--- src/rtl/ccc_ram.sv ---
// ---------------------------------------------------------------------------
// ccc_ram
// generic single write port, single read port ram with registered read
// ---------------------------------------------------------------------------
module ccc_ram #(
    parameter int WIDTH = 8,
    parameter int DEPTH = 16
) (
    input  logic                                         clk,
    input  logic                                         we,
    input  logic [((DEPTH > 1) ? $clog2(DEPTH) : 1)-1:0] waddr,
    input  logic [WIDTH-1:0]                             wdata,
    input  logic [((DEPTH > 1) ? $clog2(DEPTH) : 1)-1:0] raddr,
    output logic [WIDTH-1:0]                             rdata
);

    logic [WIDTH-1:0] mem [DEPTH];

    always_ff @(posedge clk)
    begin
        if (we)
        begin
            mem[waddr] <= wdata;
        end
        rdata <= mem[raddr];
    end

endmodule

--- config.mk ---
export PLATFORM = sky130hd
export DESIGN_NAME = ccc_ram
export DESIGN_NICKNAME = d
export VERILOG_FILES = /design/src/rtl/ccc_ram.sv
export SDC_FILE = /design/constraint.sdc
export NUM_CORES = 1
export LEC_CHECK = 0
export ABC_AREA = 1
export BUFFER_PORTS_ARGS = -buffer_cell sky130_fd_sc_hd__buf_2
export CAP_MARGIN = 20
export CORE_AREA = 2 2 112 157
export DETAILED_ROUTE_END_ITERATION = 8
export DIE_AREA = 0 0 114 159
export GPL_TIMING_DRIVEN = 1
export PLACE_DENSITY = 0.49
export SLEW_MARGIN = 15
export SYNTH_ARGS = -nofsm -noshare
export SYNTH_HDL_FRONTEND = slang
export SYNTH_SLANG_ARGS = --single-unit
--- constraint.sdc ---
create_clock -name clk -period 1.3 [get_ports clk]
set_clock_uncertainty 0.1 [all_clocks]
set_input_delay 0.065 -clock clk [delete_from_list [all_inputs] [get_ports clk]]
set_output_delay 0.065 -clock clk [all_outputs]
set_load 0.05 [all_outputs]
After elaboration in Yosys (flattened, before gate mapping)
Memory sizes are Yosys's and may differ from the RTL's. A register that Yosys moved wholly into a read port is not among the register bits.
Index checks and enable logic that the tools add are counted.
{ "word_totals": {"regBits": 0, "mem_bits_rw": 128, "inputBits": 18, "output_inout_bits": 8, "mem_count": 1} }
{ "classes": {"muxes": 2} }
{ "mem_list": {"columns": ["memory", "words", "word_bits", "read_ports", "rd_ports_with_merged_regs", "wr", "line", "rtl"], "rows": [
  ["mem", 16, 8, 1, 1, 1, "17", "logic [WIDTH-1:0] mem [DEPTH];"]
]} }
{ "ops": {"columns": ["cell", "n"], "rows": [
  ["1-bit 2-to-1 mux", 2]
]} }

Logic depth before layout (Yosys ltp)
Gate-level depths: netlist of the first run.
{ "logic_depth": {"ltp_word": 2, "ltp_mapped": 8, "mapped_depth_nobuf": 7} }

Least setup slack after synthesis of the first run
OpenSTA, ideal clock, no wires.
{ "synth_timing": {"path_kind": "input to register", "from": "input port waddr[2] in the netlist's numbering", "to": "memory mem[10][0] (enable)", "t_arrival_ns": 0.646, "path_slack_ns": 0.184, "cell_stages": 2, "n_path_buf": 0, "cell_sequence": "nand3b_1 -> nor2_1"} }
{ "synth_rtl": {"columns": ["element", "line", "rtl"], "rows": [
  ["start: declaration", "11", "input logic [((DEPTH > 1) ? $clog2(DEPTH) : 1)-1:0] waddr,"],
  ["end: declaration", "17", null]
]} }
No word-level cell before the write port.

Final worst setup path of the first run
{ "layout_timing": {"from": "register rdata[7], read port of mem", "to": "output port rdata[7]"} }
{ "layout_rtl": {"columns": ["element", "line", "rtl"], "rows": [
  ["start: declaration", "14", "output logic [WIDTH-1:0] rdata"]
]} }
No word-level cell between the ends.

==> results of run 1 <==
worst min-delay path by stage:
stage                          end     start  slack (ps)  cells after the start
2_1_floorplan  mem[0][0]$_DFFE_PP_  wdata[0]          60                      0
3_3_place_gp      rdata[1]$_DFF_P_  raddr[3]         330                      3
3_5_place_dp      rdata[1]$_DFF_P_  raddr[3]         340                      3
4_1_cts           rdata[6]$_DFF_P_  raddr[2]          80                      5
5_1_grt           rdata[6]$_DFF_P_  raddr[2]         120                      5
6_report          rdata[6]$_DFF_P_  raddr[2]         100                      5
per-layer routing:
layer,vias up,share of wire [%],global-route usage [%]
li1,1886,-,-
met2,75,51,27.1
met1,1834,42,19.3
met3,25,2.6,2.78
met4,0,3.7,8.31
met5,-,0,0
stage by stage:
stage	instance area [µm²]	worst slack [ps]	cells	utilization (%)
finish	6970	49.0	823	41.8
detailed placement	6240	-11.2	782	37.4
CTS	6970	19.4	823	41.8
global route	6970	16.3	823	41.8
floorplan	5770	184	551	-
global placement	6240	10.1	782	37.4
sequential cells by signal, summed over array words and instances (netlist names):
register and flops:
mem 128, rdata 8
logic make-up after synthesis:
logic type	synth area share [%]
flip-flops	69.4
buffers and inverters	9.52
AND/OR/NAND/NOR	21.0
area by class of cell:
type                       instances  area, µm²  area share, %
clock buffer                      20        437           6.26
clock inverter                    12        201           2.89
inverter                         102        383           5.49
multi-input combinational        289       1210           17.4
sequential                       136       4000           57.4
tap                              203        254           3.64
timing repair buffer              61        480           6.89
cells in the mapped netlist, drive strengths merged:
library cell and n:
nor2 17, buf 24, inv 102, edfxtp 128
nand3b 2, nand2 173, nand3 97, dfxtp 8
what timing repair did:
action	in CTS	in global routing
hold buffers	9	0
setup endpoints to repair	0	0
endpoints found under the hold margin	127	0
power groups by stage:
stage	Sequential (mW)	Clock [mW]	Combinational [mW]
global route	4.94	5.46	0.831
floorplan	5.12	0	0.346
detailed placement	5.03	0	0.742
finish	4.93	5.18	0.754
global placement	5.03	0	0.736
CTS	4.94	5.28	0.765
==> flow_metrics.tcl, run 1 <==
set metrics [dict create \
    outcome "completed" \
    wire_per_inst_um 16.7 \
    crit_required_ps 1130 \
    grt_pass1_vias 3842 \
    synth_area_leaders "edfxtp_1 (67%), nand2_1 (11%), nand3_1 (8.4%), inv_1 (6.5%), dfxtp_1 (2.8%)" \
    drive_gt1_share_pct 13.4 \
    vdd_drop_max_mv 0.777 \
    start_util_pct 34.6 \
    dieHeight_um 159 \
    ant_nets 0 \
    viasPerCell 4.64 \
    clockBufferDepth 2 \
    path_cells "buf_2" \
    relSlewSlack_pct 74.5 \
    cts.clk_slew.worst_paths_ps 50 \
    clock_latency_ps 410 \
    critical_path_depth 1 \
    ys_seq_area_share_pct 69.4 \
    end_kind "output port" \
    initialDrtViolationCount 185 \
    whs_ps 98.9 \
    rsz0062_at_grt "false" \
    crit_path_max_fanout 1 \
    period_share_pct 96.2 \
    sw_frac_of_total_pct 21.5 \
    fp.dieW_um 114 \
    syn_avg_cell_area_um2 10.5 \
    port_buffers 25 \
    ys_seq_elements 136 \
    netlist_area_um2 5770 \
    cts_tree "built" \
    hold_viol_final 0 \
    drc 0 \
    fmax_mhz 799 \
    area_growth_pct 20.9 \
    r2r_end "rdata[2]$_DFF_P_" \
    cts_buffers 17 \
    reg2reg_depth 6 \
    seqPwrFrac_pct 45.4 \
    rows 56 \
    die-area_um2 18100 \
    setup_viol 0 \
    power.internal_mw 8.53 \
    post_cts_buffers 0 \
    ys_types 12 \
    overflow 0 \
    crit_start "rdata[7]$_DFF_P_" \
    leakage_nw 3.02 \
    cts_root_buffer "clkbuf_16" \
    post_cts_resized 0 \
    cp-start-kind "flip-flop" \
    nets 625 \
    grt.total_usage_pct 16.0 \
    coreArea_um2 16700 \
    hold_path.class "primary input to flip-flop" \
    final_cell_mix "nand2_1 (173), edfxtp_1 (128), inv_1 (100)" \
    p_switching_mw 2.33 \
    power_mw 10.9 \
    pwr-share-clk_pct 47.6 \
    setup_tns_ps 0 \
    cp-endpoint "rdata[7]" \
    crit_arrival_ps 1090 \
    worstMarginPinSlew_ps 383 \
    worst-r2r-setup-slack_ps 140 \
    grt_max_degree 65 \
    dp_hpwl_mm 8.83 \
    power.density_nw_per_um2 1560 \
    grt_pass1_wl_mm 21.3 \
    fillers 1607 \
    routed_wl_mm 13.7 \
    synth_nets 569 \
    cts_sinks 136 \
    critical_path.top_delay_family "flip-flops" \
    routabilityCongestion 0.812 \
    path_class "flip-flop to output port" \
    io_pins 26 \
    cp_num_buf_inv 1 \
    yosysTopAreaCell "edfxtp_1" \
    max_cap_viol_count 0 \
    first_pass_iters 4 \
    diodes 0 \
    slew_viol_final 0 \
    comb_power_share_pct 6.9 \
    critical-path-slowest-cell "dfxtp_1" \
    antenna_found_initial 0 \
    via_count 3820 \
    synth_top_area_share_pct 66.7 \
    critPathMaxStageDelay_ps 390 \
    yosysWarnings 0 \
    syn_inst 551 \
    layout.cells.most_common "nand2_1" \
    htree_levels 4 \
    min_period_ps 1250 \
    reg2reg_from "mem[7][2]$_DFFE_PP_" \
]
No activity file was read; power rests on OpenSTA's default activity.
==> inputs of run 2 (changes only) <==
--- a/config.mk
+++ b/config.mk
@@ -8,11 +8,11 @@
 export ABC_AREA = 1
 export BUFFER_PORTS_ARGS = -buffer_cell sky130_fd_sc_hd__buf_2
 export CAP_MARGIN = 20
-export CORE_AREA = 2 2 112 157
+export CORE_AREA = 2 2 121 170
 export DETAILED_ROUTE_END_ITERATION = 8
-export DIE_AREA = 0 0 114 159
+export DIE_AREA = 0 0 123 172
 export GPL_TIMING_DRIVEN = 1
-export PLACE_DENSITY = 0.49
+export PLACE_DENSITY = 0.55
 export SLEW_MARGIN = 15
 export SYNTH_ARGS = -nofsm -noshare
 export SYNTH_HDL_FRONTEND = slang
==> flow_metrics.tcl, run 2 (synthesized netlist as in run 1, its figures left out) <==
set metrics [dict create \
    outcome "finished, violations left" \
    failed_checks "negative hold slack" \
    cp-start-kind "flip-flop" \
    place_area_um2 6270 \
    critical_path.top_delay_family "flip-flops" \
    hold_path.class "primary input to flip-flop" \
    port_buffers 25 \
    dieHeight_um 172 \
    rows 61 \
    cts_tree "built" \
    diodes 0 \
    rsz0062_at_grt "false" \
    initialDrtViolationCount 259 \
    antenna_found_initial 0 \
    setup_viol 0 \
    min_period_ps 1240 \
    layout.cells.most_common "nand2_1" \
    largest_reg_flops 128 \
    setup_tns_ps 0 \
    first_pass_iters 4 \
    critPathMaxStageDelay_ps 370 \
    cts_sinks 136 \
    drc 0 \
    cts_buffers 17 \
    routed_wl_mm 13.6 \
    grt.total_usage_pct 14.1 \
    leakage_nw 2.99 \
    slew_viol_final 0 \
    path_class "flip-flop to output port" \
    hold_viol_final 4 \
    power.density_nw_per_um2 1520 \
    grt_pass1_vias 3913 \
    cts.clk_slew.worst_paths_ps 60 \
    vdd_drop_max_mv 0.896 \
    cp_num_buf_inv 1 \
    fp.dieW_um 123 \
    critical-path-slowest-cell "dfxtp_1" \
    grt_max_degree 45 \
    grt_pass1_wl_mm 21.6 \
    path_cells "buf_2" \
    worstMarginPinSlew_ps 366 \
    routabilityCongestion 0.788 \
    crit_required_ps 1130 \
    end_kind "output port" \
    wire_per_inst_um 15.6 \
    crit_path_max_fanout 1 \
    fmax_mhz 807 \
    ant_nets 0 \
    dp_hpwl_mm 9.14 \
    area_growth_pct 20.9 \
    viasPerCell 4.41 \
    htree_levels 4 \
    top_regs "mem: 128 flops, rdata: 8 flops" \
    start_util_pct 29.3 \
    max_cap_viol_count 0 \
    clockBufferDepth 2 \
    cts_root_buffer "clkbuf_16" \
    io_pins 26 \
    whs_ps -6.58 \
    coreArea_um2 19700 \
    fillers 1953 \
    final_cell_mix "nand2_1 (173), edfxtp_1 (128), inv_1 (100)" \
    nets 624 \
    drive_gt1_share_pct 13.6 \
    period_share_pct 95.3 \
    relSlewSlack_pct 75.6 \
    via_count 3843 \
    overflow 0 \
    final_area_um2 6970 \
    die-area_um2 21200 \
    clock_latency_ps 420 \
    crit_arrival_ps 1070 \
    largest_register "mem" \
    post_cts_buffers 0 \
]
==> run 2: cell types whose count changed in the layout (fill, tap and decap cells not counted), moves of 2 or more <==
cell	change
buf_12	-2
bufinv_16	-2
clkbuf_1	-2
inv_6	+3
==> run 2: report_power, final <==
part | switching [mW] | total (mW) | internal (mW)
registers | 0.0350 | 4.94 | 4.90
logic | 0.523 | 0.737 | 0.214
clock network | 1.86 | 4.90 | 3.03
==> run 2: final timing paths <==
| kind | start | endpoint | slack [ps] | cells past startpoint |
|---|---|---|---|---|
| max | rdata[7]$_DFF_P_ | rdata[7] | 60 | 1 |
| min | wdata[6] | mem[14][6]$_DFFE_PP_ | -7 | 1 |
| max reg2reg | mem[14][3]$_DFFE_PP_ | rdata[3]$_DFF_P_ | 140 | 6 |
| min reg2reg | mem[6][7]$_DFFE_PP_ | rdata[7]$_DFF_P_ | 580 | 6 |
==> run 2: stage by stage <==
stage | power [mW] | instances | utilization (%) | setup slack (ps)
after floorplan | 5.46 | 551 | - | 184
after global placement | 5.75 | 830 | 31.9 | 29.8
after detailed placement | 5.76 | 830 | 31.9 | 10.2
after CTS | 10.7 | 870 | 35.3 | 35.9
after global routing | 10.9 | 871 | 35.4 | 1.72
final | 10.6 | 871 | 35.4 | 60.7
==> run 2: cell type report <==
type	count	area [µm²]	area share (%)
flip-flops and latches	136	4000	57.4
multi-input cells	289	1210	17.4
repair buffers	60	454	6.52
clock buffers	18	429	6.16
inverters	102	383	5.49
well taps	252	315	4.52
clock inverters	14	171	2.46
==> run 2: timing repair <==
item                                    in CTS  in global routing
resized for setup                            1                  1
endpoints found under the hold margin       73                  2
endpoints found under the setup margin       1                  2
hold buffers                                 8                  1
pin swaps                                    0                  0
==> run 2: worst reg2reg max path, cell delays in order (launching register included) <==
cell      delay, ps
edfxtp_1        370
inv_1            70
nand2_1          50
nand3_1          70
nand3_1         170
nand3_1         150
nand2_1          70
==> run 2: routing by layer <==
layer  routed length [µm]  part of all wire (%)  track usage, %
met3                  539                   4.0            2.77
met1                 5300                    39            15.5
met5                    0                     0               0
met4                  587                   4.3            8.55
met2                 7180                    53            24.8
